--- src/hdl/coupled_inductor_euler_step_macros.svh ---
// ============================================================================
// Coupled inductor Euler step - assertion macros
// Concurrent assertion wrappers, compiled out for synthesis.
// ============================================================================
`ifndef COUPLED_INDUCTOR_EULER_STEP_MACROS_SVH
`define COUPLED_INDUCTOR_EULER_STEP_MACROS_SVH

`ifndef SYNTHESIS

// same-cycle implication, disabled while reset is asserted
`define CIES_ASSERT_NOW(lbl, clk, rst_n, ante, cons, msg) \
    lbl: assert property (@(posedge clk) disable iff (!rst_n) (ante) |-> (cons)) \
        else $error(msg);

// next-cycle implication, disabled while reset is asserted
`define CIES_ASSERT_NEXT(lbl, clk, rst_n, ante, cons, msg) \
    lbl: assert property (@(posedge clk) disable iff (!rst_n) (ante) |=> (cons)) \
        else $error(msg);

`else

`define CIES_ASSERT_NOW(lbl, clk, rst_n, ante, cons, msg)
`define CIES_ASSERT_NEXT(lbl, clk, rst_n, ante, cons, msg)

`endif

`endif

--- src/hdl/cies_pkg.sv ---
// ============================================================================
// Coupled inductor Euler step - shared package
// Field widths, register indexes and interface types of the block.
// ============================================================================
package cies_pkg;

    // windings and gain registers
    localparam int NUM_WIND  = 3;
    localparam int NUM_GAINS = 6;

    // fixed point widths
    localparam int VOLT_W     = 24;            // Q16.8
    localparam int DIFF_W     = VOLT_W + 1;    // Q17.8
    localparam int GAIN_W     = 32;            // Q2.30
    localparam int PROD_W     = DIFF_W + GAIN_W;
    localparam int ROW_W      = PROD_W + 2;    // three products, exact
    localparam int FRAC_SHIFT = 14;            // Q21.38 -> Q21.24
    localparam int INC_W      = ROW_W - FRAC_SHIFT;
    localparam int OUT_W      = 48;            // Q24.24

    // configuration port
    localparam int CFG_IDX_W = 3;

    typedef enum logic [CFG_IDX_W-1:0] {
        GAIN_11 = 3'd0,
        GAIN_12 = 3'd1,
        GAIN_13 = 3'd2,
        GAIN_22 = 3'd3,
        GAIN_23 = 3'd4,
        GAIN_33 = 3'd5
    } t_gain_idx;

    typedef logic signed [VOLT_W-1:0] t_volt;
    typedef logic signed [DIFF_W-1:0] t_diff;
    typedef logic signed [GAIN_W-1:0] t_gain;
    typedef logic signed [INC_W-1:0]  t_inc;
    typedef logic signed [OUT_W-1:0]  t_current;

    // upper triangle of the symmetric gain matrix
    typedef struct packed {
        t_gain g11;
        t_gain g12;
        t_gain g13;
        t_gain g22;
        t_gain g23;
        t_gain g33;
    } t_gain_mat;

    // pipeline load enables
    typedef struct packed {
        logic load_prod;
        logic load_inc;
        logic acc_upd;
    } t_stage_ctl;

endpackage

--- src/hdl/cies_accum.sv ---
// ============================================================================
// Coupled inductor Euler step - current accumulators
// Saturating winding current accumulators and the output register.
// ============================================================================
module cies_accum
    import cies_pkg::*;
#(
    parameter int ACC_WIDTH = 48
) (
    input  logic       i_clk,
    input  logic       i_rst_n,
    input  t_stage_ctl i_ctl,
    input  t_inc       i_inc     [NUM_WIND],
    output t_current   o_current [NUM_WIND]
);

    localparam int SUM_W = ((ACC_WIDTH > INC_W) ? ACC_WIDTH : INC_W) + 1;
    localparam int EXT_W = (ACC_WIDTH > OUT_W) ? ACC_WIDTH : OUT_W;

    localparam logic signed [ACC_WIDTH-1:0] ACC_MAX = {1'b0, {(ACC_WIDTH-1){1'b1}}};
    localparam logic signed [ACC_WIDTH-1:0] ACC_MIN = {1'b1, {(ACC_WIDTH-1){1'b0}}};
    localparam logic signed [OUT_W-1:0]     OUT_MAX = {1'b0, {(OUT_W-1){1'b1}}};
    localparam logic signed [OUT_W-1:0]     OUT_MIN = {1'b1, {(OUT_W-1){1'b0}}};

    logic signed [ACC_WIDTH-1:0]  r_acc  [NUM_WIND];
    logic signed [ACC_WIDTH-1:0]  n_acc  [NUM_WIND];
    logic signed [SUM_W-1:0]      acc_sum[NUM_WIND];
    logic [SUM_W-ACC_WIDTH:0]     sum_top[NUM_WIND];
    logic signed [EXT_W-1:0]      acc_ext[NUM_WIND];
    logic [EXT_W-OUT_W:0]         ext_top[NUM_WIND];
    t_current                     r_out  [NUM_WIND];
    t_current                     n_out  [NUM_WIND];

    // saturating add, then clamp to the output range
    always_comb begin
        for (int w = 0; w < NUM_WIND; w++) begin
            acc_sum[w] = SUM_W'(r_acc[w]) + SUM_W'(i_inc[w]);
            sum_top[w] = acc_sum[w][SUM_W-1:ACC_WIDTH-1];
            if ((&sum_top[w]) || !(|sum_top[w])) begin
                n_acc[w] = acc_sum[w][ACC_WIDTH-1:0];
            end else if (acc_sum[w][SUM_W-1]) begin
                n_acc[w] = ACC_MIN;
            end else begin
                n_acc[w] = ACC_MAX;
            end

            acc_ext[w] = EXT_W'(n_acc[w]);
            ext_top[w] = acc_ext[w][EXT_W-1:OUT_W-1];
            if ((&ext_top[w]) || !(|ext_top[w])) begin
                n_out[w] = acc_ext[w][OUT_W-1:0];
            end else if (acc_ext[w][EXT_W-1]) begin
                n_out[w] = OUT_MIN;
            end else begin
                n_out[w] = OUT_MAX;
            end
        end
    end

    // accumulator state
    always_ff @(posedge i_clk) begin
        if (!i_rst_n) begin
            for (int w = 0; w < NUM_WIND; w++) begin
                r_acc[w] <= '0;
            end
        end else if (i_ctl.acc_upd) begin
            r_acc <= n_acc;
        end
    end

    // result register
    always_ff @(posedge i_clk) begin
        if (i_ctl.acc_upd) begin
            r_out <= n_out;
        end
    end

    assign o_current = r_out;

endmodule

--- config.mk ---
export PLATFORM = sky130hd
export DESIGN_NAME = cies_accum
export DESIGN_NICKNAME = d
export VERILOG_FILES = /design/src/hdl/coupled_inductor_euler_step_macros.svh /design/src/hdl/cies_pkg.sv /design/src/hdl/cies_accum.sv
export SDC_FILE = /design/constraint.sdc
export NUM_CORES = 1
export LEC_CHECK = 0
export ABC_AREA = 1
export BUFFER_PORTS_ARGS = -buffer_cell sky130_fd_sc_hd__buf_2
export CAP_MARGIN = 20
export CORE_MARGIN = 2
export CORE_UTILIZATION = 25
export DETAILED_ROUTE_END_ITERATION = 7
export GPL_TIMING_DRIVEN = 0
export PLACE_DENSITY = 0.52
export SYNTH_ARGS = -nofsm -noshare
export SYNTH_HDL_FRONTEND = slang
export SYNTH_SLANG_ARGS = --single-unit
--- constraint.sdc ---
create_clock -name i_clk -period 6.6 [get_ports i_clk]
set_clock_uncertainty 0.15 [all_clocks]
set_input_delay 0.33 -clock i_clk [delete_from_list [all_inputs] [get_ports i_clk]]
set_output_delay 0.33 -clock i_clk [all_outputs]
set_load 0.02 [all_outputs]
==> results.yml, run 1 <==
placement:
  preCtsSetupSlack_ps: 2830
  post-dp-hpwl_mm: 73.2
  globalplace.congestion: 0.929
  io_buffers: 280
timing:
  fin_crit_sh_pct: 54.9
  worst_pin_slew_ps: 856
  postLayoutSetupSlackWorst_ps: 2980
  grt_setup_unrepaired: "no"
  clock.fmax_mhz: 276
  finalMaxSlewViolations: 0
  maxSlewHeadroom_pct: 42.9
  fin_setup_tns_ps: 0
  setup_viol: 0
  fin_crit_ps: 3620
  finalHoldViolCount: 0
critical_path:
  reg2reg_slack_ps: 2980
  rr_startpoint: "r_acc[48]"
  crit_top_cell: "nand2_1"
  worstPathRequired_ps: 6780
  crit_arrival_ps: 3800
  cpMaxStageDelayCell: "fa_1"
  r2r_cells: 16
  critPathKind: "flop to flop"
  rr_endpoint: "o_current[89]"
  max_stage_delay_ps: 500
  crit_end: "o_current[89]"
  crit_start: "r_acc[48]"
  cp_cell_sequence: "ha_1, fa_1, nand2_1, nand2_1, nand3_1, nand2_1, nand2_1, nand2_1, nand2_1, nand4_1, nand2_2, nand2_2, buf_6, buf_6, a21oi_2, inv_1"
  start_kind: "flop"
  critPathCaptureType: "flop"
  cp_max_fo: 10
min_path:
  whs_path_depth: 4
  min_path_type: "primary input to flop"
clocking:
  postCtsSetupRepairBufs: 0
  clk_latency_ps: 590
  hold_buffers: 0
  clk_pin_slew_ps: 60
  cts_max_path_buffers: 3
  htreeDepth: 2
  cts_resized: 0
  cts_tree: "yes"
  clock-root-buffer: "clkbuf_16"
  clock_sinks: 288
  numCtsBuffers: 39
layout:
  area_growth_pct: 18.5
  final_nets: 4356
  fill_cells: 10578
  drive_above_1_share_pct: 11.6
job:
  drv_cap: 0
synth:
  synthArstFlopShare_pct: 0
  synth_seq_cells: 288
  ys_types: 34
  yosys_warnings: 0
  ys_seq_area_share_pct: 30.8
  synthCells: 3747
  syn_area_sq_mm: 0.0234
  synth_top_flop_cell: "edfxtp_1"
  synth-edff-count: 144
  synth_fp_nets: 4034
  syn_area_per_cell_sq_um: 6.25
detailed_routing:
  wl_mm: 88.3
  drtIter0Drc: 1481
  drc: 0
  route.antenna.remaining_nets: 0
  avgViaCountPerCell: 4.37
  dr.pass1.iters: 6
  via_count: 23433
  wl_per_cell_microns: 16.5
pwr:
  totalPowerFinal_w: 0.00883
  leakagePower_nw: 15.2
  peakVddDrop_mv: 0.169
  p_per_area_mw_per_mm2: 318
floorplan:
  initial_utilization_pct: 25.2
  core-area_sq_mm: 0.0930
  chipHeight_microns: 310
  rows: 112
  chipWidth_microns: 310
  die_area_sq_mm: 0.0961
  ios: 284
run_status:
  status: "complete, no violations"
grt:
  antenna_found_initial: 6
  grt_pass1_vias: 22860
  grt_use_total_pct: 18.2
  grt_pass1_wl_mm: 133
  grt_max_degree: 87
  grt-ovfl-total: 0
[cell families after synthesis]
group / after synthesis / synth area share (%)
flops: 288 / 30.8
buf+inv: 766 / 13.0
simple gates: 2132 / 36.7
compound gates: 321 / 7.99
fa+ha+maj: 147 / 7.95
xor+xnor: 93 / 3.48
[per-layer routing]
layer	vias up	wire [microns]	GRT usage, %
li1	12232	-	-
met1	10540	40600	24.0
met3	108	4900	3.06
met2	551	40200	30.3
met5	-	10	0
met4	2	2640	5.85
[placed cells by master, fill, tap and decap left out, types with 4 or more instances in the layout]
cell type,netlist,layout
nand2_1,1319,1319
inv_1,673,673
nor2_1,452,452
buf_2,25,304
nand3_1,235,235
a21oi_1,188,188
ha_1,144,144
edfxtp_1,144,144
dfxtp_1,144,144
o21ai_0,74,74
xor2_1,60,60
nand4_1,49,49
clkbuf_16,0,41
clkbuf_1,39,38
xnor2_1,33,33
nor3_1,24,24
a21oi_2,24,24
nand2_2,21,21
o21bai_1,19,19
buf_6,16,16
nor2_2,15,15
a21oi_4,10,10
clkinv_2,0,10
and2_1,7,7
diode_2,0,5
inv_2,5,5
buf_1,4,4
clkinv_1,0,4
clkinvlp_4,0,4
bufinv_16,0,4
[layout make-up]
cell class | instances | area [sq um] | share of cell area, %
Clock buffer | 43 | 1040 | 3.76
Timing Repair Buffer | 281 | 1440 | 5.19
Buffer | 88 | 512 | 1.84
Antenna cell | 5 | 12.5 | 0.0451
Tap cell | 1254 | 1570 | 5.65
Clock inverter | 28 | 270 | 0.974
Inverter | 678 | 2540 | 9.17
Sequential cell | 288 | 7210 | 26.0
Multi-Input combinational cell | 2693 | 13200 | 47.4
[stage by stage]
step           util (%)  cells  hold slack, ps  instance area (sq um)
6_report           29.8   5358            55.8                  27800
5_1_grt            29.8   5354            50.5                  27700
4_1_cts            29.8   5353            9.90                  27700
3_5_place_dp       28.4   5282             373                  26400
3_3_place_gp       28.4   5281             358                  26400
2_1_floorplan         -   3747             292                  23400
[flip-flops by register name, summed over array words and instances, names as in the netlist]
| signal | cells |
|---|---|
| o_current | 144 |
| r_acc | 144 |
[cell usage after synthesis (15+ instances only)]
cell,number,area [sq um]
edfxtp_1,144,4320
nor2_1,452,1700
a21oi_2,24,210
nand3_1,235,1180
xor2_1,60,526
a21oi_1,188,941
nor3_1,24,120
dfxtp_1,144,2880
nor2_2,15,93.8
nand4_1,49,307
o21bai_1,19,143
xnor2_1,33,289
ha_1,144,1800
nand2_1,1319,4950
buf_6,16,180
nand2_2,21,131
o21ai_0,74,370
buf_2,25,125
clkbuf_1,39,146
inv_1,673,2530
[worst max-delay path, delay by kind of cell (launching register included)]
kind            cells  cell delay [ps]
flops               1              310
compound gates      1              340
buf+inv             3              450
fa+ha+maj           2              750
simple gates       10             1360
[worst min-delay path by stage]
stage | startpoint | endpoint | slack [ps]
after detailed placement | r_acc[43] | r_acc[43] | 370
after CTS | i_inc[45] | o_current[48] | 10
final | i_inc[45] | o_current[48] | 60
after global placement | r_acc[91] | r_acc[91] | 360
after global routing | i_inc[90] | o_current[96] | 50
after floorplan | i_ctl[0] | o_current[0] | 290
[power by group]
group          switching (W)  total, W  internal (W)
clock               0.000911   0.00222       0.00130
sequential          0.000163   0.00256       0.00240
combinational        0.00279   0.00405       0.00127
No activity file was read; power rests on OpenSTA's default activity.
==> inputs of run 2 (changes only) <==
--- a/config.mk
+++ b/config.mk
@@ -12,7 +12,7 @@
 export CORE_UTILIZATION = 25
 export DETAILED_ROUTE_END_ITERATION = 7
 export GPL_TIMING_DRIVEN = 0
-export PLACE_DENSITY = 0.52
+export PLACE_DENSITY = 0.53
 export SYNTH_ARGS = -nofsm -noshare
 export SYNTH_HDL_FRONTEND = slang
 export SYNTH_SLANG_ARGS = --single-unit
==> constraint.sdc (replaced) <==
create_clock -name i_clk -period 3.2 [get_ports i_clk]
set_clock_uncertainty 0.15 [all_clocks]
set_input_delay 0.16 -clock i_clk [delete_from_list [all_inputs] [get_ports i_clk]]
set_output_delay 0.16 -clock i_clk [all_outputs]
set_load 0.02 [all_outputs]
==> results.yml, run 2 (synthesized netlist as in run 1, its figures left out) <==
placement:
  place_inst: 5282
  post-dp-hpwl_mm: 73.2
  io_buffers: 280
  globalplace.congestion: 0.937
timing:
  holdWs_ps: 45.8
  fin_crit_sh_pct: 97.1
  fin_setup_tns_ps: 0
  fin_crit_ps: 3110
  finalHoldViolCount: 0
  worst_pin_slew_ps: 822
  maxSlewHeadroom_pct: 45.2
  clock.fmax_mhz: 322
  finalMaxSlewViolations: 0
  setup_viol: 0
detailed_routing:
  dr.pass1.iters: 5
  route.antenna.remaining_nets: 0
  avgViaCountPerCell: 4.39
  wl_mm: 88.7
  drtIter0Drc: 1608
  via_count: 23576
  wl_per_cell_microns: 16.5
  drc: 0
layout:
  final_cells: 5370
  final_cell_mix: "nand2_1, inv_1, nor2_1"
  multi_input_area_sq_mm: 0.0133
  fill_cells: 10585
  drive_above_1_share_pct: 12.0
  utilization_pct: 30.1
  area_growth_pct: 19.5
  seqCellArea_sq_mm: 0.00721
  mostFrequentLayoutCell: "nand2_1"
  final_nets: 4371
critical_path:
  reg2reg_slack_ps: 90
  critPathCaptureType: "flop"
  start_kind: "flop"
  r2r_cells: 16
  crit_arrival_ps: 3310
  cp_max_fo: 10
  crit_start: "r_acc[48]"
  worstPathRequired_ps: 3400
  critPathKind: "flop to flop"
  rr_startpoint: "r_acc[48]"
floorplan:
  chipWidth_microns: 310
  initial_utilization_pct: 25.2
  die_area_sq_mm: 0.0961
  ios: 284
  chipHeight_microns: 310
  rows: 112
  core-area_sq_mm: 0.0930
grt:
  grt_pass1_wl_mm: 134
  grt_use_total_pct: 18.3
  grt_pass1_vias: 22905
  antenna_found_initial: 7
  grt-ovfl-total: 0
  grt_max_degree: 100
min_path:
  whs_path_depth: 5
  hp-start: "i_inc[17]"
  min_path_type: "primary input to flop"
clocking:
  clk_latency_ps: 600
  clock-root-buffer: "clkbuf_16"
  htreeDepth: 2
  clock_sinks: 288
  clk_pin_slew_ps: 60
  cts_tree: "yes"
  numCtsBuffers: 39
  cts_max_path_buffers: 3
pwr:
  peakVddDrop_mv: 0.364
  leakagePower_nw: 15.2
  p_per_area_mw_per_mm2: 649
job:
  drv_cap: 0
run_status:
  status: "complete, no violations"
## run 2: cell count changes in the layout (fill, tap and decap cells not counted), sizes merged
cell / change
bufinv: -3
diode: -3
clkinv: -6
inv: +1
clkbuf: +2
clkinvlp: +5
dlygate4sd3: +8
buf: +8
## run 2: metal layers
layer / share of wire [%] / up-vias / track usage, %
met1: 46 / 10646 / 24.4
met4: 3.1 / 2 / 5.55
met3: 5.7 / 120 / 2.55
met2: 45 / 559 / 30.5
li1: - / 12249 / -
met5: 0.015 / - / 0
## run 2: worst paths after layout
path | endpoint
worst max-delay path | o_current[90]
worst min-delay path | o_current[17]
worst max register to register | o_current[90]
worst min register to register | r_acc[42]
## run 2: area by class of cell
| cell class | instances | share of cell area (%) |
|---|---|---|
| Buffer | 88 | 1.85 |
| Clock inverter | 25 | 0.684 |
| Multi-Input combinational cell | 2693 | 47.5 |
| Inverter | 678 | 9.11 |
| Tap cell | 1254 | 5.61 |
| Sequential cell | 288 | 25.8 |
| Timing Repair Buffer | 296 | 5.69 |
| Clock buffer | 46 | 3.73 |
| Antenna cell | 2 | 0.0179 |
## run 2: repair_timing
| action | in CTS | in global routing |
|---|---|---|
| gates resized for setup | 19 | 19 |
| hold buffers | 9 | 0 |
| setup buffers | 0 | 6 |
| pin swaps | 0 | 7 |
| endpoints found under the setup margin | 126 | 155 |
| hold endpoints to repair | 58 | 0 |
## run 2: power breakdown
group          total [W]  leakage [nW]  switching (W)  internal, W
Sequential       0.00529          2.59       0.000335      0.00495
Clock            0.00433         0.578        0.00189      0.00244
Combinational    0.00853          12.0        0.00582      0.00271
Total             0.0182          15.2        0.00805       0.0101
## run 2: critical path, stage by stage, from the launching register on
cell,delay [ps]
dfxtp_1,320
ha_2,220
fa_2,430
nand2_1,80
nand2_1,50
nand3_1,110
nand2_1,110
nand2_1,90
nand2_2,140
nand2_2,110
nand4_1,140
nand2_4,130
nand2_2,60
buf_6,160
buf_6,190
a21oi_4,280
inv_1,60
## run 2: metrics by stage
step	total power [W]	setup slack [ps]	cell area (sq um)
CTS	0.0183	5.59	27900
global route	0.0195	-5.54	28000
global placement	0.0138	-2640	26400
detailed placement	0.0137	-278	26400
floorplan	0.0110	637	23400
finish	0.0182	92.4	28000
