==> src/hdl/coupled_inductor_euler_step_macros.svh <==
// ============================================================================
// Coupled inductor Euler step - assertion macros
// Concurrent assertion wrappers, compiled out for synthesis.
// ============================================================================
`ifndef COUPLED_INDUCTOR_EULER_STEP_MACROS_SVH
`define COUPLED_INDUCTOR_EULER_STEP_MACROS_SVH

`ifndef SYNTHESIS

// same-cycle implication, disabled while reset is asserted
`define CIES_ASSERT_NOW(lbl, clk, rst_n, ante, cons, msg) \
    lbl: assert property (@(posedge clk) disable iff (!rst_n) (ante) |-> (cons)) \
        else $error(msg);

// next-cycle implication, disabled while reset is asserted
`define CIES_ASSERT_NEXT(lbl, clk, rst_n, ante, cons, msg) \
    lbl: assert property (@(posedge clk) disable iff (!rst_n) (ante) |=> (cons)) \
        else $error(msg);

`else

`define CIES_ASSERT_NOW(lbl, clk, rst_n, ante, cons, msg)
`define CIES_ASSERT_NEXT(lbl, clk, rst_n, ante, cons, msg)

`endif

`endif

==> src/hdl/cies_pkg.sv <==
// ============================================================================
// Coupled inductor Euler step - shared package
// Field widths, register indexes and interface types of the block.
// ============================================================================
package cies_pkg;

    // windings and gain registers
    localparam int NUM_WIND  = 3;
    localparam int NUM_GAINS = 6;

    // fixed point widths
    localparam int VOLT_W     = 24;            // Q16.8
    localparam int DIFF_W     = VOLT_W + 1;    // Q17.8
    localparam int GAIN_W     = 32;            // Q2.30
    localparam int PROD_W     = DIFF_W + GAIN_W;
    localparam int ROW_W      = PROD_W + 2;    // three products, exact
    localparam int FRAC_SHIFT = 14;            // Q21.38 -> Q21.24
    localparam int INC_W      = ROW_W - FRAC_SHIFT;
    localparam int OUT_W      = 48;            // Q24.24

    // configuration port
    localparam int CFG_IDX_W = 3;

    typedef enum logic [CFG_IDX_W-1:0] {
        GAIN_11 = 3'd0,
        GAIN_12 = 3'd1,
        GAIN_13 = 3'd2,
        GAIN_22 = 3'd3,
        GAIN_23 = 3'd4,
        GAIN_33 = 3'd5
    } t_gain_idx;

    typedef logic signed [VOLT_W-1:0] t_volt;
    typedef logic signed [DIFF_W-1:0] t_diff;
    typedef logic signed [GAIN_W-1:0] t_gain;
    typedef logic signed [INC_W-1:0]  t_inc;
    typedef logic signed [OUT_W-1:0]  t_current;

    // upper triangle of the symmetric gain matrix
    typedef struct packed {
        t_gain g11;
        t_gain g12;
        t_gain g13;
        t_gain g22;
        t_gain g23;
        t_gain g33;
    } t_gain_mat;

    // pipeline load enables
    typedef struct packed {
        logic load_prod;
        logic load_inc;
        logic acc_upd;
    } t_stage_ctl;

endpackage

==> src/hdl/cies_gain_regs.sv <==
// ============================================================================
// Coupled inductor Euler step - gain register file
// Six software-written Q2.30 entries of the symmetric gain matrix.
// ============================================================================
module cies_gain_regs
    import cies_pkg::*;
(
    input  logic                 i_clk,
    input  logic                 i_rst_n,
    input  logic                 i_cfg_valid,
    input  logic [CFG_IDX_W-1:0] i_cfg_index,
    input  logic [GAIN_W-1:0]    i_cfg_data,
    output t_gain_mat            o_gains
);

    t_gain_mat r_gains;
    t_gain_mat n_gains;

    // index decode, unused indexes are dropped
    always_comb begin
        n_gains = r_gains;
        if (i_cfg_valid) begin
            unique case (i_cfg_index)
                GAIN_11: n_gains.g11 = i_cfg_data;
                GAIN_12: n_gains.g12 = i_cfg_data;
                GAIN_13: n_gains.g13 = i_cfg_data;
                GAIN_22: n_gains.g22 = i_cfg_data;
                GAIN_23: n_gains.g23 = i_cfg_data;
                GAIN_33: n_gains.g33 = i_cfg_data;
                default: n_gains = r_gains;
            endcase
        end
    end

    always_ff @(posedge i_clk) begin
        if (!i_rst_n) begin
            r_gains <= '0;
        end else begin
            r_gains <= n_gains;
        end
    end

    assign o_gains = r_gains;

endmodule

==> config.mk <==
export PLATFORM = sky130hd
export DESIGN_NAME = cies_gain_regs
export DESIGN_NICKNAME = d
export VERILOG_FILES = /design/src/hdl/coupled_inductor_euler_step_macros.svh /design/src/hdl/cies_pkg.sv /design/src/hdl/cies_gain_regs.sv
export SDC_FILE = /design/constraint.sdc
export NUM_CORES = 1
export LEC_CHECK = 0
export ABC_AREA = 0
export BUFFER_PORTS_ARGS = -buffer_cell sky130_fd_sc_hd__clkbuf_2
export CAP_MARGIN = 40
export CORE_MARGIN = 2
export CORE_UTILIZATION = 49
export CTS_BUF_LIST = sky130_fd_sc_hd__clkbuf_4
export DETAILED_ROUTE_END_ITERATION = 10
export HOLD_SLACK_MARGIN = 0.15
export PLACE_DENSITY = 0.76
export SLEW_MARGIN = 20
export SYNTH_ARGS = -nofsm -noshare
export SYNTH_HDL_FRONTEND = slang
export SYNTH_SLANG_ARGS = --single-unit
==> constraint.sdc <==
create_clock -name i_clk -period 2.7 [get_ports i_clk]
set_input_delay 0.27 -clock i_clk [delete_from_list [all_inputs] [get_ports i_clk]]
set_output_delay 0.27 -clock i_clk [all_outputs]
set_load 0.02 [all_outputs]
==> metrics.log, run 1 <==
[metrics] run status: complete, no violations
[metrics] final critical delay including setup and external delays: 1520 ps
[metrics] simple logic cell fraction of the synthesized area: between 10% and 20%
[metrics] placer congestion estimate: ~0.80
[metrics] data required time at the worst endpoint: ~3200 ps
[metrics] worst hold start: i_cfg_index[1]
[metrics] first-pass iteration count of the detailed router: 5
[metrics] pin count of the biggest net entering global routing: 66
[metrics] transition time at the pin with the least slew margin: slightly above 600 ps
[metrics] Leakage Power: around 0.0046 uW
[metrics] DRC violations left: 0
[metrics] critical setup path kind: input port to flop
[metrics] sequence of cells on the critical path: dlygate4sd3_1, buf_6, buf_12, buf_4, nand2_1, mux2i_1
[metrics] cell types occupying the most area after synthesis: sky130_fd_sc_hd__dfxtp_1 55%, sky130_fd_sc_hd__mux2i_1 28%, sky130_fd_sc_hd__nand2_1 12%
[metrics] Setup Skew: 0 ps
[metrics] unrepaired setup endpoints after global routing: no
[metrics] worst vdd ir: about 570 uV
[metrics] Final ANT Viol Nets: 0
[metrics] maximum net fanout on the critical path: 65
[metrics] buffer depth of the longest clock path: 2
[metrics] post-detailed-placement half-perimeter wirelength: ~12,000 um
[metrics] Inserted Clock Buffers: 17
[metrics] buffer cell driving the clock tree root: sky130_fd_sc_hd__clkbuf_4
[metrics] area share of fa/ha/maj cells after synthesis: 0%
[metrics] area of the core: ~14,000 sq um
[metrics] post-route fraction of the period consumed by the critical path: a little under three fifths
[metrics] Detailed Route WL: 17,800 um
[metrics] flops & latches, synth: about 190
[metrics] number of instances resized during post-cts repair: 0
[metrics] Placed Area: around 8200 sq um
[metrics] Final WS setup: roughly 1200 ps
[metrics] overall power after layout: a little under 5000 uW
[metrics] kind of end point of the critical path: flop
[metrics] routed vias/inst: about 5
[metrics] number of flip-flops under the largest register name: roughly 190
[metrics] count of port buffers added during placement: approximately 230
[metrics] CTS Sinks: 192
[metrics] net count of the mapped netlist: around 700
[metrics] post-synthesis average cell area: between 10 and 15 sq um
[metrics] vias: ~5,500
[metrics] Sum Neg Setup Slack: 0 ps
[metrics] path category of the worst min-delay check: input port to flop
[metrics] CP Launch Type: input port
[metrics] number of nets in the layout: between 900 and 1,000
[metrics] num rows: between 40 and 50
[metrics] worst slack at placement: slightly above 1000 ps
[metrics] WL/cell: 16.2 um
[metrics] count of fill cells added during filler insertion: between 1,000 and 1,500
[metrics] CTS tree: yes
[metrics] via count of the first global-routing pass: 5,339
[metrics] number of library cell types mapped by synthesis: 12
[metrics] Clock Latency Late Sink: approximately 560 ps
[metrics] total power per unit cell area: between 500 and 600 nW/um^2
[metrics] number of primary I/O pins: 230
[metrics] cell at the slowest stage of the critical path: sky130_fd_sc_hd__dlygate4sd3_1
[metrics] effective utilization at floorplan: approximately half
[metrics] antenna violations before repair: 0
[metrics] share of the core filled with cells in the final layout: between 60% and 70%
[metrics] Max Cap Viol: 0
[metrics] crit path DAT: about 2000 ps
[metrics] # hold bufs at CTS: 33
[metrics] gate count of the mapped netlist: 661
[metrics] clock-pin transition on the worst setup and hold timing paths: around 140 ps
[metrics] final count of negative-setup-slack endpoints: 0
[metrics] y dimension of the die: ~120 um
[metrics] Final Hold Vio Count: 0
[metrics] first-pass GRT wire length: roughly 27,000 um
[metrics] Max Clk Rate: around 660 MHz
[metrics] die footprint: approximately 15,000 sq um
[metrics] Iter 0 DRT Violations: 327
[metrics] postcts setup bufs: 0
[metrics] sequential area share after synthesis: 55.2%
[metrics] Post-Synth XOR/XNOR Area: 0%
[metrics] Mapped Area: 6970 sq um
[metrics] launch point of the critical path: i_rst_n
[metrics] main combinational cell family by area after synthesis: multiplexers
[metrics] top cell type's share of synthesized area: between 50% and 60%
[metrics] startpoint of the worst register-to-register path: o_gains[72]$_SDFFE_PN0P_
[metrics] GRT Util Overall: a little under a quarter
[metrics] antenna diode count: 0
[metrics] compound-gate portion of the synthesized area: 0%
[metrics] Horiz. Die Dim: between 100 and 150 um
[metrics] fraction of final layout cells sized beyond drive strength 1: between 30% and 40%
[metrics] highest cell delay on the worst timing path: 550 ps
[metrics] max_slew headroom: 58.4%
[metrics] aggregate global routing overflow: 0
[metrics] post-synthesis to final-layout area growth: 27.0%
[metrics] Layout Cell Area excl Fill: about 8800 sq um
[metrics] portion of netlist area occupied by mux cells: between 20% and 30%
[metrics] number of H-tree levels: 4
[metrics] Yosys Warn Count: 0
[metrics] final count of pins violating max slew: 0
[metrics] largest area contributor in the netlist: sky130_fd_sc_hd__dfxtp_1
==> layer usage <==
| layer | vias to the layer above | part of all wire (%) | GRT usage, % |
|---|---|---|---|
| li1 | 2674 | - | - |
| met3 | 44 | 6.6 | 7.20 |
| met1 | 2578 | 41 | 26.8 |
| met4 | 0 | 3.6 | 11.0 |
| met2 | 191 | 49 | 39.4 |
| met5 | - | 0 | 0 |
==> critical path: cells and delay by family <==
family | cells | cell delay [ps]
muxes | 1 | 150
buffers and inverters | 4 | 1480
and+or+nand+nor | 1 | 70
==> placed cells by master, fill, tap and decap left out <==
cell type and count:
sky130_fd_sc_hd__clkbuf_2 228, sky130_fd_sc_hd__buf_4 11, sky130_fd_sc_hd__clkbuf_4 19, sky130_fd_sc_hd__nand2_1 224, sky130_fd_sc_hd__nand4bb_4 2, sky130_fd_sc_hd__nor4b_4 1, sky130_fd_sc_hd__clkinv_2 3, sky130_fd_sc_hd__nand4b_1 2
sky130_fd_sc_hd__inv_6 1, sky130_fd_sc_hd__buf_6 1, sky130_fd_sc_hd__buf_12 3, sky130_fd_sc_hd__and4bb_2 1, sky130_fd_sc_hd__clkinvlp_4 2, sky130_fd_sc_hd__bufinv_16 3, sky130_fd_sc_hd__clkinv_1 1, sky130_fd_sc_hd__mux2i_1 192
sky130_fd_sc_hd__dfxtp_1 192, sky130_fd_sc_hd__clkinv_4 1, sky130_fd_sc_hd__dlygate4sd3_1 33
==> cells in the mapped netlist <==
master,count
sky130_fd_sc_hd__buf_2,9
sky130_fd_sc_hd__mux2i_1,192
sky130_fd_sc_hd__and4bb_2,1
sky130_fd_sc_hd__dfxtp_1,192
sky130_fd_sc_hd__buf_1,3
sky130_fd_sc_hd__nand2_1,224
sky130_fd_sc_hd__buf_6,7
sky130_fd_sc_hd__nor4b_4,1
sky130_fd_sc_hd__buf_4,12
sky130_fd_sc_hd__clkbuf_1,16
sky130_fd_sc_hd__nand4b_1,2
sky130_fd_sc_hd__nand4bb_1,2
==> final cells by class <==
cell class | instances | area (sq um) | share of cell area [%]
Timing Repair Buffer | 276 | 1630 | 18.4
Clock inverter | 11 | 141 | 1.60
Tap cell | 180 | 225 | 2.54
Multi-Input combinational cell | 422 | 2870 | 32.4
Sequential cell | 192 | 3840 | 43.4
Clock buffer | 19 | 143 | 1.61
==> cells by family after synthesis <==
family                 after synthesis
muxes                              192
DFF                                192
buffers and inverters               47
and+or+nand+nor                    230
==> per-stage QoR <==
| step | hold WS [ps] | std cells |
|---|---|---|
| global route | 316 | 1100 |
| CTS | 307 | 1100 |
| floorplan | 474 | 661 |
| detailed placement | 447 | 1037 |
| global placement | 441 | 1037 |
| finish | 339 | 1100 |
==> final timing paths <==
path	to	slack, ps	cells past startpoint
max	o_gains[97]$_SDFFE_PN0P_	1180	6
min	o_gains[119]$_SDFFE_PN0P_	340	3
max reg2reg	o_gains[72]$_SDFFE_PN0P_	2000	2
min reg2reg	o_gains[189]$_SDFFE_PN0P_	470	2
==> where the power goes <==
part | switching, uW | internal, uW | leakage, uW
registers | 33.1 | 2900 | 0.00155
logic | 292 | 176 | 0.00287
clock network | 918 | 649 | 0.000152
(Power assumes the default switching activity.)
==> run 2, diff against run 1 <==
--- a/config.mk
+++ b/config.mk
@@ -9,7 +9,7 @@
 export BUFFER_PORTS_ARGS = -buffer_cell sky130_fd_sc_hd__clkbuf_2
 export CAP_MARGIN = 40
 export CORE_MARGIN = 2
-export CORE_UTILIZATION = 49
+export CORE_UTILIZATION = 47
 export CTS_BUF_LIST = sky130_fd_sc_hd__clkbuf_4
 export DETAILED_ROUTE_END_ITERATION = 10
 export HOLD_SLACK_MARGIN = 0.15
==> constraint.sdc (replaced) <==
create_clock -name i_clk -period 1.35 [get_ports i_clk]
set_input_delay 0.135 -clock i_clk [delete_from_list [all_inputs] [get_ports i_clk]]
set_output_delay 0.135 -clock i_clk [all_outputs]
set_load 0.02 [all_outputs]
==> run 2 against run 1 <==
  * Global-route usage shrank 0.59 points
  * Hold slack got worse by 120 ps
  * Clock skew unchanged
  * Register-to-register slack lost 1800 ps
  * Sequential share of layout area shrank 1.2 points
  * Non-clock buffer count up 18
  * Critical path type unchanged
  * Highest routed layer unchanged
==> metrics.log, run 2 (synthesis gave the netlist of run 1 again) <==
[metrics] Final Hold Vio Count: 0 (unchanged)
[metrics] buffer depth of the longest clock path: 2 (unchanged)
[metrics] number of H-tree levels: 4 (unchanged)
[metrics] unrepaired setup endpoints after global routing: no
[metrics] effective utilization at floorplan: 47.9% (-2.3 points)
[metrics] pin count of the biggest net entering global routing: 46 (-30%)
[metrics] combined buffer and inverter count along the critical path: 3 (-1)
[metrics] y dimension of the die: 126 um (+2.0%)
[metrics] highest cell delay on the worst timing path: 620 ps (+70 ps)
[metrics] Max Clk Rate: 794 MHz
[metrics] antenna violations before repair: 0 (unchanged)
[metrics] WL/cell: 15.9 um (-2.1%)
[metrics] CP Launch Type: input port
[metrics] routed vias/inst: 4.99 (about the same)
[metrics] DRC violations left: 0 (unchanged)
[metrics] num rows: 44 (+2.3%)
[metrics] first-pass GRT wire length: 28,700 um (+6.4%)
[metrics] kind of end point of the critical path: flop
[metrics] Horiz. Die Dim: 126 um (+2.0%)
[metrics] number of nets in the layout: 965 (+1.9%)
[metrics] final count of pins violating max slew: 0 (unchanged)
[metrics] Placed Area: 8390 sq um (+1.9%)
[metrics] vias: 5,609 (+2.2%)
[metrics] fraction of final layout cells sized beyond drive strength 1: 31.3% (+1.3 points)
[metrics] count of port buffers added during placement: 229 (unchanged)
[metrics] Inserted Clock Buffers: 17 (unchanged)
[metrics] Final ANT Viol Nets: 0 (unchanged)
[metrics] final count of negative-setup-slack endpoints: 0 (unchanged)
[metrics] cell at the slowest stage of the critical path: sky130_fd_sc_hd__dlygate4sd3_1
[metrics] GRT Util Overall: 22.7% (-0.59 points)
[metrics] Clock Latency Late Sink: 560 ps (about the same)
[metrics] path category of the worst min-delay check: input port to flop
[metrics] antenna diode count: 0 (unchanged)
[metrics] CTS tree: yes
[metrics] Setup Skew: 0 ps (unchanged)
[metrics] maximum net fanout on the critical path: 24 (-63%)
[metrics] run status: complete, no violations
[metrics] final critical delay including setup and external delays: 1260 ps
[metrics] Sum Neg Setup Slack: 0 ps (unchanged)
[metrics] Iter 0 DRT Violations: 313 (-4.3%)
[metrics] leading cell type in the layout, fill and taps excluded: sky130_fd_sc_hd__clkbuf_2
[metrics] max_slew headroom: 71.6% (+13 points)
[metrics] Detailed Route WL: 17,800 um (about the same)
[metrics] crit path DAT: 1740 ps (-260 ps)
[metrics] number of flip-flops under the largest register name: 192 (unchanged)
[metrics] CTS Sinks: 192 (unchanged)
[metrics] clock-pin transition on the worst setup and hold timing paths: 150 ps (about the same)
[metrics] gate family responsible for the most delay along the worst path: buffers and inverters
[metrics] Layout Cell Area excl Fill: 9120 sq um (+3.0%)
[metrics] count of fill cells added during filler insertion: 1,233 (+9.9%)
[metrics] post-route fraction of the period consumed by the critical path: between 90% and 100%
[metrics] transition time at the pin with the least slew margin: 426 ps (-198 ps)
[metrics] aggregate global routing overflow: 0 (unchanged)
[metrics] die footprint: 15,800 sq um (+4.1%)
[metrics] area of the core: 14,500 sq um (+4.7%)
[metrics] post-synthesis to final-layout area growth: 30.8%
[metrics] via count of the first global-routing pass: 5,445 (+2.0%)
[metrics] Max Cap Viol: 0 (unchanged)
[metrics] critical setup path kind: input port to flop
[metrics] placer congestion estimate: 0.821 (+3.1%)
[metrics] buffer cell driving the clock tree root: sky130_fd_sc_hd__clkbuf_4
[metrics] sequence of cells on the critical path: clkbuf_2, dlygate4sd3_1, nor4b_4, buf_12, mux2i_1
[metrics] worst vdd ir: 628 uV (+9.4%)
[metrics] post-detailed-placement half-perimeter wirelength: 12,200 um (+3.9%)
[metrics] highest-count cells in the layout ignoring fill and taps: 228 x sky130_fd_sc_hd__clkbuf_2, 224 x sky130_fd_sc_hd__nand2_1, 192 x sky130_fd_sc_hd__mux2i_1
[metrics] total power per unit cell area: 1140 nW/um^2 (+100%)
[metrics] data required time at the worst endpoint: 1830 ps (-1350 ps)
[metrics] Leakage Power: 0.00470 uW (+2.8%)
[metrics] number of primary I/O pins: 230 (unchanged)
[metrics] first-pass iteration count of the detailed router: 4 (-1)
[run 2: path summary, 6_finish.rpt]
| path | start | end | cells past startpoint | slack (ps) |
|---|---|---|---|---|
| min reg2reg | o_gains[138]$_SDFFE_PN0P_ | o_gains[138]$_SDFFE_PN0P_ | 2 | 460 |
| max reg2reg | o_gains[41]$_SDFFE_PN0P_ | o_gains[41]$_SDFFE_PN0P_ | 3 | 210 |
| min | i_cfg_index[0] | o_gains[68]$_SDFFE_PN0P_ | 4 | 220 |
| max | i_cfg_index[1] | o_gains[174]$_SDFFE_PN0P_ | 5 | 90 |
[run 2: area by class of cell]
class / instances / area (sq um) / area share [%]
Clock inverter: 11 / 188 / 2.06
Tap cell: 184 / 230 / 2.53
Sequential cell: 192 / 3850 / 42.2
Clock buffer: 21 / 158 / 1.73
Timing Repair Buffer: 294 / 1820 / 20.0
Multi-Input combinational cell: 422 / 2870 / 31.5
[run 2: repair_timing]
action                                 4_1_cts  5_1_grt
buffers inserted                             0        0
hold buffers                                38        0
endpoints found under the hold margin      192        0
resized for setup                            0        3
setup endpoints to repair                    0        3
[run 2: metrics by stage]
step / setup WS (ps) / util, % / hold WS, ps / total power (uW) / instances
6_report: 90.8 / 62.7 / 216 / 10400 / 1124
5_1_grt: 1.24 / 62.7 / 176 / 10800 / 1124
4_1_cts: 40.1 / 62.7 / 158 / 10500 / 1124
3_5_place_dp: 119 / 57.7 / 447 / 6870 / 1054
3_3_place_gp: 150 / 57.7 / 441 / 6860 / 1054
2_1_floorplan: 229 / - / 339 / 6520 / 661
[run 2: layer usage]
| metal | wire (um) | GRT usage [%] | part of all wire, % |
|---|---|---|---|
| met5 | 0 | 0 | 0 |
| met4 | 569 | 9.37 | 3.2 |
| met2 | 8410 | 37.3 | 47 |
| met3 | 1120 | 6.75 | 6.3 |
| met1 | 7720 | 27.9 | 43 |
[run 2: power breakdown]
group / internal (uW) / total, uW / switching (uW)
logic: 388 / 978 / 590
registers: 5790 / 5860 / 66.2
clock network: 1730 / 3550 / 1820
total: 7910 / 10400 / 2480
[run 2: worst reg2reg max path, cell delays in order, from the launching register on]
cell	delay (ps)
sky130_fd_sc_hd__dfxtp_1	350
sky130_fd_sc_hd__nand2_1	50
sky130_fd_sc_hd__mux2i_1	130
sky130_fd_sc_hd__dlygate4sd3_1	570
==> run 3, diff against run 2 <==
--- a/config.mk
+++ b/config.mk
@@ -12,6 +12,7 @@
 export CORE_UTILIZATION = 47
 export CTS_BUF_LIST = sky130_fd_sc_hd__clkbuf_4
 export DETAILED_ROUTE_END_ITERATION = 10
+export GPL_TIMING_DRIVEN = 0
 export HOLD_SLACK_MARGIN = 0.15
 export PLACE_DENSITY = 0.76
 export SLEW_MARGIN = 20
==> run 3 against run 2 <==
  * Die area is the same
  * First-iteration DRC count shrank 0.96%
  * Wire length grew 7.8%
  * Final cell count grew 1.7%
  * Core utilization shrank 1.0 points
  * Via count grew 1.8%
  * Clock power shrank 20%
==> metrics.log, run 3 (synthesis gave the netlist of run 1 again) <==
[metrics] data required time at the worst endpoint: 1220 ps (-610 ps)
[metrics] Leakage Power: 0.00464 uW (-1.4%)
[metrics] Horiz. Die Dim: 126 um (unchanged)
[metrics] via count of the first global-routing pass: 5,714 (+4.9%)
[metrics] run status: complete, no violations
[metrics] sequence of cells on the critical path: clkbuf_2
[metrics] Inserted Clock Buffers: 17 (unchanged)
[metrics] number of nets in the layout: 984 (+2.0%)
[metrics] cell at the slowest stage of the critical path: sky130_fd_sc_hd__dfxtp_1
[metrics] Max Cap Viol: 0 (unchanged)
[metrics] antenna diode count: 0 (unchanged)
[metrics] fraction of final layout cells sized beyond drive strength 1: 30.7% (-0.62 points)
[metrics] maximum net fanout on the critical path: 2 (-92%)
[metrics] CTS Sinks: 192 (unchanged)
[metrics] WL/cell: 16.8 um (+6.0%)
[metrics] buffer cell driving the clock tree root: sky130_fd_sc_hd__clkbuf_4
[metrics] clock-pin transition on the worst setup and hold timing paths: 140 ps (about the same)
[metrics] combined buffer and inverter count along the critical path: 1 (-2)
[metrics] number of H-tree levels: 4 (unchanged)
[metrics] Placed Area: 8330 sq um (-0.64%)
[metrics] Detailed Route WL: 19,200 um (+7.8%)
[metrics] post-detailed-placement half-perimeter wirelength: 13,700 um (+12%)
[metrics] worst vdd ir: 722 uV (+15%)
[metrics] vias: 5,709 (+1.8%)
[metrics] buffer depth of the longest clock path: 2 (unchanged)
[metrics] critical setup path kind: flop to output port
[metrics] leading cell type in the layout, fill and taps excluded: sky130_fd_sc_hd__nand2_1
[metrics] antenna violations before repair: 0 (unchanged)
[metrics] number of flip-flops under the largest register name: 192 (unchanged)
[metrics] final critical delay including setup and external delays: 1280 ps (+23.7 ps)
[metrics] final count of negative-setup-slack endpoints: 0 (unchanged)
[metrics] number of primary I/O pins: 230 (unchanged)
[metrics] Final Hold Vio Count: 0 (unchanged)
[metrics] placer congestion estimate: 0.839 (+2.2%)
[metrics] gate family responsible for the most delay along the worst path: flip-flops
[metrics] total power per unit cell area: 1080 nW/um^2 (-5.4%)
[metrics] Iter 0 DRT Violations: 310 (-0.96%)
[metrics] y dimension of the die: 126 um (unchanged)
[metrics] pin count of the biggest net entering global routing: 17 (-63%)
[metrics] first-pass iteration count of the detailed router: 4 (unchanged)
[metrics] DRC violations left: 0 (unchanged)
[metrics] number of placed cells counting well taps: 1,072 (+1.7%)
[metrics] count of port buffers added during placement: 227 (-0.87%)
[metrics] Clock Latency Late Sink: 570 ps (about the same)
[metrics] post-synthesis to final-layout area growth: 28.7%
[metrics] path category of the worst min-delay check: input port to flop
[metrics] routed vias/inst: 4.99 (about the same)
[metrics] Layout Cell Area excl Fill: 8970 sq um (-1.6%)
[metrics] crit path DAT: 1150 ps (-590 ps)
[metrics] effective utilization at floorplan: 47.9% (unchanged)
[metrics] num rows: 44 (unchanged)
[metrics] highest-count cells in the layout ignoring fill and taps: 224 x sky130_fd_sc_hd__nand2_1, 220 x sky130_fd_sc_hd__clkbuf_2, 192 x sky130_fd_sc_hd__mux2i_1
[metrics] final count of pins violating max slew: 0 (unchanged)
[metrics] Setup Skew: 0 ps (unchanged)
[metrics] max_slew headroom: 60.4% (-11 points)
[metrics] area of the core: 14,500 sq um (unchanged)
[metrics] CP Launch Type: flop
[metrics] kind of end point of the critical path: output port
[metrics] transition time at the pin with the least slew margin: 593 ps (+167 ps)
[metrics] first-pass GRT wire length: 30,400 um (+5.6%)
[metrics] Max Clk Rate: 779 MHz (-1.9%)
[metrics] post-route non-filler standard cell count: 1,143 (+1.7%)
[metrics] aggregate global routing overflow: 0 (unchanged)
[metrics] Final ANT Viol Nets: 0 (unchanged)
[metrics] CTS tree: yes
[metrics] GRT Util Overall: 24.4% (+1.7 points)
[metrics] highest cell delay on the worst timing path: 390 ps (-230 ps)
[metrics] post-route fraction of the period consumed by the critical path: 95.0% (+1.8 points)
[metrics] die footprint: 15,800 sq um (unchanged)
[run 3: final timing paths]
check / slack, ps / endpoint / startpoint / depth (start not counted)
worst max-delay path: 70 / o_gains[131] / o_gains[131]$_SDFFE_PN0P_ / 1
worst min-delay path: 200 / o_gains[1]$_SDFFE_PN0P_ / i_rst_n / 4
worst max register to register: 690 / o_gains[16]$_SDFFE_PN0P_ / o_gains[16]$_SDFFE_PN0P_ / 2
worst min register to register: 470 / o_gains[138]$_SDFFE_PN0P_ / o_gains[138]$_SDFFE_PN0P_ / 2
[run 3: per-layer routing]
| layer | GRT usage (%) | wire (um) |
|---|---|---|
| met5 | 0 | 0 |
| met4 | 9.44 | 563 |
| met3 | 7.35 | 1320 |
| met2 | 40.7 | 9010 |
| met1 | 29.6 | 8320 |
[run 3: layout make-up]
type,instances,area (sq um)
buffer,47,285
clock buffer,17,128
clock inverter,15,118
fill,1230,5570
multi-input combinational,422,2840
sequential,192,3850
tap,184,230
timing repair buffer,266,1520
[run 3: metrics by stage]
stage | hold WS (ps) | worst slack [ps] | setup TNS, ps | utilization (%) | power [uW]
6_report | 197 | 67.0 | 0 | 61.7 | 9660
5_1_grt | 228 | -1.44 | -1.44 | 61.7 | 10100
4_1_cts | 165 | 17.5 | 0 | 61.5 | 9740
3_5_place_dp | 446 | -160 | -6650 | 57.3 | 6860
3_3_place_gp | 442 | -105 | -4520 | 57.3 | 6850
2_1_floorplan | 339 | 229 | 0 | - | 6520
[run 3: where the power goes]
group          total, uW  leakage (uW)  switching, uW  internal (uW)
sequential          5860       0.00156           66.8           5790
combinational        968       0.00295            610            359
clock               2830      0.000127           1940            895
total               9660       0.00464           2610           7050
[run 3: repair_timing]
action                     CTS  global route
setup endpoints to repair    0            25
hold endpoints to repair   192             0
buffers inserted             0             3
resized for setup            0            12
hold buffers                36             0
